**config.mk**
```make
export PLATFORM = sky130hd
export DESIGN_NAME = sector_cache_clock_replacement
export DESIGN_NICKNAME = d
export VERILOG_FILES = /design/src/rtl/core/scr_pkg.sv /design/src/rtl/core/sector_cache_clock_replacement.sv
export SDC_FILE = /design/constraint.sdc
export NUM_CORES = 2
export LEC_CHECK = 0
export ABC_AREA = 1
export BUFFER_PORTS_ARGS = -buffer_cell sky130_fd_sc_hd__buf_2
export CAP_MARGIN = 10
export CORE_UTILIZATION = 40
export CTS_BUF_LIST = sky130_fd_sc_hd__clkbuf_16
export DETAILED_ROUTE_END_ITERATION = 10
export PLACE_DENSITY = 0.62
export SYNTH_ARGS = -nofsm -noshare
export SYNTH_HDL_FRONTEND = slang
export SYNTH_SLANG_ARGS = --single-unit
```
**constraint.sdc**
```tcl
create_clock -name clk -period 7.35 [get_ports clk]
set_input_delay 2.205 -clock clk [delete_from_list [all_inputs] [get_ports clk]]
set_output_delay 2.205 -clock clk [all_outputs]
set_load 0.02 [all_outputs]
```
**src/rtl/core/scr_pkg.sv**
```systemverilog
// types and codes shared by the sector cache clock replacement controller
`default_nettype none

package scr_pkg;

    localparam int SLOT_W   = 6;
    localparam int SECTOR_W = 32;

    // request opcodes
    localparam logic [1:0] OP_READ  = 2'd0;
    localparam logic [1:0] OP_WRITE = 2'd1;
    localparam logic [1:0] OP_FLUSH = 2'd2;

    // response kinds
    localparam logic [1:0] KIND_ACCESS    = 2'd0;
    localparam logic [1:0] KIND_FILL      = 2'd1;
    localparam logic [1:0] KIND_WRITEBACK = 2'd2;

    typedef struct packed {
        logic [1:0]          opcode;
        logic [SECTOR_W-1:0] sector;
    } req_word_t;

    typedef struct packed {
        logic [1:0]          kind;
        logic [SLOT_W-1:0]   slot;
        logic [SECTOR_W-1:0] block_number;
        logic                hit;
        logic                last;
    } rsp_word_t;

    typedef enum logic [3:0] {
        ST_IDLE,
        ST_LOOKUP,
        ST_SWEEP,
        ST_VICTIM,
        ST_VICTIM_WB,
        ST_FILL,
        ST_ACCESS,
        ST_SCAN,
        ST_FINISH
    } state_t;

endpackage

`default_nettype wire

```
**src/rtl/core/sector_cache_clock_replacement.sv**
```systemverilog
// top level: tag ram, slot status bits, clock hand and request sequencer
`default_nettype none

// Clock (second chance) tag and policy controller for a disk-sector buffer cache.
// Sector tags sit in a synchronous RAM (one read and one write per cycle, read
// data in the next cycle); valid, dirty and reference bits and the clock hand are
// flops. One request is worked on at a time. A read or write streams the tags
// out of the RAM one per cycle: a hit at slot i goes straight to the access
// that sends its word on rsp, a miss runs the whole lookup, then the clock hand
// sweep, then victim check, fill and access. A write adds a write-back scan,
// which a stalled response port can pause, and a flush is that scan alone;
// every request ends with a finish state that releases its last word.
// The response words leave through a one-word hold stage and an output
// register; a stalled response port pauses the sequencer. Opcode 3 is taken
// and ignored. No clearing pass is needed after reset.
module sector_cache_clock_replacement
    import scr_pkg::*;
#(
    parameter int SLOTS = 64
) (
    input  wire logic      clk,
    input  wire logic      rst_n,
    input  wire logic      req_valid,
    output logic           req_stall,
    input  wire req_word_t req,
    output logic           rsp_valid,
    input  wire logic      rsp_stall,
    output rsp_word_t      rsp
);

    localparam int SW = $clog2(SLOTS);
    localparam logic [SW-1:0] LAST_SLOT = SW'(SLOTS - 1);

    function automatic rsp_word_t mk_word(
        input logic [1:0]          k,
        input logic [SW-1:0]       s,
        input logic [SECTOR_W-1:0] b,
        input logic                h
    );
        rsp_word_t w;
        w.kind         = k;
        w.slot         = SLOT_W'(s);
        w.block_number = b;
        w.hit          = h;
        w.last         = 1'b0;
        return w;
    endfunction

    // tag ram
    logic [SECTOR_W-1:0] tag_mem [SLOTS];
    logic [SECTOR_W-1:0] tag_q_reg;
    logic [SW-1:0]       mem_raddr;
    logic                mem_we;

    // control and status state
    state_t              state_reg, state_next;
    logic [1:0]          op_reg, op_next;
    logic [SECTOR_W-1:0] sector_reg, sector_next;
    logic [SW-1:0]       idx_reg, idx_next;
    logic [SW-1:0]       slot_reg, slot_next;
    logic                hit_reg, hit_next;
    logic [SW-1:0]       hand_reg, hand_next;
    logic [SLOTS-1:0]    valid_reg, valid_next;
    logic [SLOTS-1:0]    dirty_reg, dirty_next;
    logic [SLOTS-1:0]    ref_reg, ref_next;
    logic [SW-1:0]       tag_slot_reg;
    logic                tq_ok_reg;
    logic                rd_scan;

    // one-word hold stage, so the last flag can be set once the request ends
    rsp_word_t           pend_reg, pend_next;
    logic                pend_valid_reg, pend_valid_next;
    rsp_word_t           rsp_reg, rsp_next;
    logic                rsp_valid_reg, rsp_valid_next;

    logic                out_free;
    logic                emit_ok;
    logic                emit;
    rsp_word_t           emit_word;
    logic                push;
    rsp_word_t           push_word;
    logic                tq_hit;
    logic                tq_end;
    logic                tq_wb;
    logic                idx_end;
    logic [SW-1:0]       hand_inc;

    assign out_free = !rsp_valid_reg || !rsp_stall;
    assign emit_ok  = !pend_valid_reg || out_free;
    assign tq_hit   = tq_ok_reg && valid_reg[tag_slot_reg] && (tag_q_reg == sector_reg);
    assign tq_end   = tq_ok_reg && (tag_slot_reg == LAST_SLOT);
    assign tq_wb    = tq_ok_reg && valid_reg[tag_slot_reg] && dirty_reg[tag_slot_reg];
    assign idx_end  = (idx_reg == LAST_SLOT);
    assign hand_inc = (hand_reg == LAST_SLOT) ? '0 : hand_reg + SW'(1);

    assign req_stall = (state_reg != ST_IDLE);
    assign rsp_valid = rsp_valid_reg;
    assign rsp       = rsp_reg;

    always_comb
    begin
        state_next      = state_reg;
        op_next         = op_reg;
        sector_next     = sector_reg;
        idx_next        = idx_reg;
        slot_next       = slot_reg;
        hit_next        = hit_reg;
        hand_next       = hand_reg;
        valid_next      = valid_reg;
        dirty_next      = dirty_reg;
        ref_next        = ref_reg;
        pend_next       = pend_reg;
        pend_valid_next = pend_valid_reg;
        mem_raddr       = idx_reg;
        mem_we          = 1'b0;
        rd_scan         = 1'b0;
        emit            = 1'b0;
        emit_word       = pend_reg;
        push            = 1'b0;
        push_word       = pend_reg;

        unique case (state_reg)
            ST_IDLE:
            begin
                if (req_valid)
                begin
                    op_next     = req.opcode;
                    sector_next = req.sector;
                    idx_next    = '0;
                    if (req.opcode == OP_FLUSH)
                        state_next = ST_SCAN;
                    else if (req.opcode == OP_READ || req.opcode == OP_WRITE)
                        state_next = ST_LOOKUP;
                end
            end

            // one tag read issued per cycle, compared in the next cycle
            ST_LOOKUP:
            begin
                rd_scan   = 1'b1;
                mem_raddr = idx_reg;
                if (!idx_end)
                    idx_next = idx_reg + SW'(1);
                if (tq_hit)
                begin
                    slot_next  = tag_slot_reg;
                    hit_next   = 1'b1;
                    state_next = ST_ACCESS;
                end
                else if (tq_end)
                begin
                    hit_next   = 1'b0;
                    state_next = ST_SWEEP;
                end
            end

            // hand passes one slot a cycle, clearing reference bits
            ST_SWEEP:
            begin
                hand_next = hand_inc;
                if (!valid_reg[hand_reg] || !ref_reg[hand_reg])
                begin
                    slot_next  = hand_reg;
                    state_next = ST_VICTIM;
                end
                else
                begin
                    ref_next[hand_reg] = 1'b0;
                end
            end

            ST_VICTIM:
            begin
                mem_raddr  = slot_reg;
                state_next = ST_VICTIM_WB;
            end

            ST_VICTIM_WB:
            begin
                // keep the victim tag in the read register while waiting
                mem_raddr = slot_reg;
                if (valid_reg[slot_reg] && dirty_reg[slot_reg])
                begin
                    if (emit_ok)
                    begin
                        emit                 = 1'b1;
                        emit_word            = mk_word(KIND_WRITEBACK, slot_reg,
                                                       tag_q_reg, 1'b0);
                        dirty_next[slot_reg] = 1'b0;
                        state_next           = ST_FILL;
                    end
                end
                else
                begin
                    state_next = ST_FILL;
                end
            end

            ST_FILL:
            begin
                if (emit_ok)
                begin
                    mem_we               = 1'b1;
                    valid_next[slot_reg] = 1'b1;
                    dirty_next[slot_reg] = 1'b0;
                    ref_next[slot_reg]   = 1'b1;
                    emit                 = 1'b1;
                    emit_word            = mk_word(KIND_FILL, slot_reg, sector_reg, 1'b0);
                    state_next           = ST_ACCESS;
                end
            end

            ST_ACCESS:
            begin
                if (emit_ok)
                begin
                    ref_next[slot_reg] = 1'b1;
                    emit               = 1'b1;
                    emit_word          = mk_word(KIND_ACCESS, slot_reg, sector_reg, hit_reg);
                    if (op_reg == OP_WRITE)
                    begin
                        dirty_next[slot_reg] = 1'b1;
                        idx_next             = '0;
                        state_next           = ST_SCAN;
                    end
                    else
                    begin
                        state_next = ST_FINISH;
                    end
                end
            end

            // write-back scan in slot order
            ST_SCAN:
            begin
                rd_scan = 1'b1;
                if (tq_wb && !emit_ok)
                begin
                    // re-read the same slot so its tag is still there next cycle
                    mem_raddr = tag_slot_reg;
                end
                else
                begin
                    mem_raddr = idx_reg;
                    if (!idx_end)
                        idx_next = idx_reg + SW'(1);
                    if (tq_wb)
                    begin
                        emit                     = 1'b1;
                        emit_word                = mk_word(KIND_WRITEBACK, tag_slot_reg,
                                                           tag_q_reg, 1'b0);
                        dirty_next[tag_slot_reg] = 1'b0;
                    end
                    if (tq_end)
                        state_next = ST_FINISH;
                end
            end

            ST_FINISH:
            begin
                if (pend_valid_reg)
                begin
                    if (out_free)
                    begin
                        push            = 1'b1;
                        push_word.last  = 1'b1;
                        pend_valid_next = 1'b0;
                        state_next      = ST_IDLE;
                    end
                end
                else
                begin
                    state_next = ST_IDLE;
                end
            end

            default:
            begin
                state_next = ST_IDLE;
            end
        endcase

        // a new word pushes the held one out, not last
        if (emit)
        begin
            if (pend_valid_reg)
                push = 1'b1;
            pend_next       = emit_word;
            pend_valid_next = 1'b1;
        end

        rsp_next       = push ? push_word : rsp_reg;
        rsp_valid_next = push || (rsp_valid_reg && rsp_stall);
    end

    // tag ram, no reset
    always_ff @(posedge clk)
    begin
        if (mem_we)
            tag_mem[slot_reg] <= sector_reg;
        tag_q_reg <= tag_mem[mem_raddr];
    end

    // payload registers
    always_ff @(posedge clk)
    begin
        op_reg     <= op_next;
        sector_reg <= sector_next;
        slot_reg   <= slot_next;
        hit_reg    <= hit_next;
        pend_reg   <= pend_next;
        rsp_reg    <= rsp_next;
    end

    always_ff @(posedge clk or negedge rst_n)
    begin
        if (!rst_n)
        begin
            state_reg      <= ST_IDLE;
            idx_reg        <= '0;
            hand_reg       <= '0;
            valid_reg      <= '0;
            dirty_reg      <= '0;
            ref_reg        <= '0;
            tag_slot_reg   <= '0;
            tq_ok_reg      <= 1'b0;
            pend_valid_reg <= 1'b0;
            rsp_valid_reg  <= 1'b0;
        end
        else
        begin
            state_reg      <= state_next;
            idx_reg        <= idx_next;
            hand_reg       <= hand_next;
            valid_reg      <= valid_next;
            dirty_reg      <= dirty_next;
            ref_reg        <= ref_next;
            tag_slot_reg   <= mem_raddr;
            tq_ok_reg      <= rd_scan;
            pend_valid_reg <= pend_valid_next;
            rsp_valid_reg  <= rsp_valid_next;
        end
    end

    // every write ends with all slots clean, so nothing is dirty between requests
    a_clean_when_idle: assert property (@(posedge clk) disable iff (!rst_n)
        (state_reg == ST_IDLE) |-> (dirty_reg == '0))
        else $error("dirty slot left after request");

    a_hold_empty_when_idle: assert property (@(posedge clk) disable iff (!rst_n)
        (state_reg == ST_IDLE) |-> !pend_valid_reg)
        else $error("response word stranded in hold stage");

    a_hand_in_range: assert property (@(posedge clk) disable iff (!rst_n)
        ({1'b0, hand_reg} < (SW + 1)'(SLOTS)))
        else $error("clock hand out of range");

    a_hit_slot_valid: assert property (@(posedge clk) disable iff (!rst_n)
        (state_reg == ST_ACCESS && hit_reg) |-> valid_reg[slot_reg])
        else $error("hit on an invalid slot");

endmodule

`default_nettype wire
```
==> metrics <==
Hold WC Path Type=reg2reg; synthesis-stage register bit count=between 2,000 and 2,500; Site Rows=190; Placement Setup Slack=0.7600 ns; Routed Wire Length=around 380 mm; commonest non-fill, non-tap cell in the layout=nand3_1; top post-synthesis cells by area=edfxtp_1 (60%), nand3_1 (11%), nand2_1 (6.3%); Post-CTS Hold Buffers=0; Tot GR Track Use=26.78%; max reg flops=2,048; post-detail-place hpwl=approximately 210 mm; Fin. Hold Viols=0; top-area cell type share of the netlist area=roughly three fifths; clk_lat worst skew=between 0.9 and 1 ns; Worst Slack Setup Final=0.7004 ns; clock transition at the registers of the reported paths=~0.060 ns; area occupied by multi-input gates=between 0.02 and 0.03 sq mm; RSZ-0062 raised after global routing=no; worst rel slew slack=a little under an eighth; final setup TNS=0 ns; Root Driver=clkbuf_16; Startpoint Class=flop; Fin Clk Skew=0.07352 ns; remaining global-route overflow=0; initial DRC count=about 11,000; maximum buffer depth of the clock tree=4; Die W=~520 um; Initial Util=about two fifths; failing checks=DRC; Max FO, Critical Path=65; Synth Flop Type=edfxtp_1; share of layout cells above drive strength 1=just under 8%; WL met1=148.3 mm; critical path required time=between 8 and 9 ns; # Max-Cap Violations=0; Core ar.=0.2689 sq mm; final std cells w/o fill=between 10,000 and 15,000; period utilization=~90%; Async S/R FF share, synth=about 9.0%; area leader, netlist=edfxtp_1; # DRC=2; Chip Height=522.8 um; average size of a mapped cell=10.60 sq um; # Post-CTS Setup Buffers=0; VDD IR-drop max=roughly 550 uV; die area=roughly 0.27 sq mm; area of the mapped netlist=0.1085 sq mm; largest net degree at the start of global routing=just under 200; Post-synth EDFFs=~2,200; Crit Path Category=reg2reg; initial antenna violation count=10; syn nets=between 10,000 and 15,000; synthesized instance count=between 10,000 and 15,000; Ys Warns=0; CTS tree=done; Top Metal Used=met5; DR WL met3=a little over 40 mm; PD cells=~470 mW/mm^2; Most flops, register=tag_mem; Seq. cell area=just over 0.07 sq mm; Net count, final=10,230; Final Max Slew Viols=0; drt via density=~5.8; remaining antenna violation count after routing=0; Tmin final=6.650 ns; Setup crit end kind=flop; Post-CTS Resized=0; H-tree depth=4; gpl congestion=just under 1; Fill cells=24,290; DRT Pass-1 Iters=10; placed cells=13,490; commonest cells after routing, fill and taps aside=nand3_1 (2,294), edfxtp_1 (2,172), nand2_1 (1,816); met2 WL=between 150 and 200 mm; port bufs=81; IO Pins=between 80 and 90; FMAX=approximately 0.15 GHz; Seq/Total Area, Yosys=65.72%; Synth cell types=50; Slew @ Worst Pin=1.310 ns; Lkg Pwr=around 48 nW; vias after detailed routing=about 80,000; clock buffer count from CTS=around 250; global-route wire length before repair=around 530 mm; Layout area overhead=11.92%; final setup fails=0; Worst EP arrival=approximately 7.5 ns; vias in the first global route=roughly 75,000; routed len/inst=roughly 27 um; Sink Count=between 2,000 and 2,500; status=complete, but fails checks
==> final timing paths <==
kind	startpoint	endpoint	slack (ns)	cells after the start
setup / recovery	tag_slot_reg[2]	tag_q_reg[7]	0.70	23
hold / removal	pend_reg[14]	rsp[14]	0.39	0
setup reg to reg	tag_slot_reg[2]	tag_q_reg[7]	0.70	23
hold reg to reg	pend_reg[14]	rsp[14]	0.39	0
max in group asynchronous	rst_n	tag_slot_reg[0]	4.56	2
min in group asynchronous	rst_n	rsp_valid	1.38	1
==> layer usage <==
metal  vias up  GRT usage (%)
met2      4806          41.63
li1      34940              -
met4        10          11.89
met5         -              0
met1     39710          36.59
met3       906          4.904
==> critical path: stages, from the launching register on <==
cell and delay (ns):
dfrtp_1 0.83, inv_1 0.38, nor2_1 0.22, buf_4 0.30, nand3_1 0.11, nand2_1 0.07, o21ai_0 0.24, nand2_1 0.16
nor2_1 0.07, a21oi_1 0.24, nand3_2 0.30, nand2_1 0.17, nand3_2 0.10, a21oi_4 0.61, buf_12 0.30, buf_12 0.24
buf_12 0.37, buf_12 0.25, nand3_1 0.09, nand3_1 0.07, nand3_1 0.09, nand3_1 0.35, nand3_1 0.60, nand2_1 0.21
==> Yosys cell counts, drive strengths merged, types with 2 or more instances <==
cell type	count
inv	1553
a21oi	16
a221oi	19
edfxtp	2172
a22o	3
o41ai	13
o21a	38
nand4	19
or2	5
dfrtp	217
xor2	25
xnor2	4
buf	387
clkbuf	263
ha	2
clkinv	8
a22oi	18
nand3	2302
nand2	1822
nor4	11
dfxtp	32
nand3b	640
o211ai	10
a32oi	7
nor3	36
a32o	53
nor2	202
o21ai	227
o221ai	50
o22ai	73
==> stage by stage <==
step / area [sq um] / util [%] / total power, mW / hold slack, ns
after global routing: 121400 / 45.16 / 59.34 / 0.3760
after global placement: 113600 / 42.23 / 44.12 / 0.4045
after floorplan: 108500 / - / 33.61 / 0.4003
final: 121400 / 45.16 / 57.14 / 0.3892
after detailed placement: 113600 / 42.24 / 44.35 / 0.4045
after CTS: 121400 / 45.15 / 56.64 / 0.3756
==> final cells by class <==
class,count,share of cell area (%)
Tap cell,3552,3.660
Timing Repair Buffer,350,2.530
Clock buffer,249,5.132
Antenna cell,4,0.008244
Sequential cell,2421,58.72
Inverter,1561,4.842
Multi-Input combinational cell,5605,23.79
Clock inverter,207,1.322
==> cells by family after synthesis <==
kind of cell | after synthesis | share of synthesized area, %
AND/OR/NAND/NOR | 5039 | 22.45
flip-flops | 2421 | 65.72
buffers and inverters | 2211 | 8.268
AO/OA/AOI/OAI | 535 | 3.303
XOR/XNOR | 29 | 0.2341
adder cells (fa/ha/maj) | 2 | 0.02306
==> report_power, final <==
| part | switching, mW | leakage, nW | internal (mW) |
|---|---|---|---|
| sequential | 0.702 | 22.2 | 16.2 |
| combinational | 20.6 | 21.5 | 7.22 |
| clock | 5.51 | 4.07 | 6.91 |
| total | 26.8 | 47.8 | 30.3 |
No activity file was read; power rests on OpenSTA's default activity.
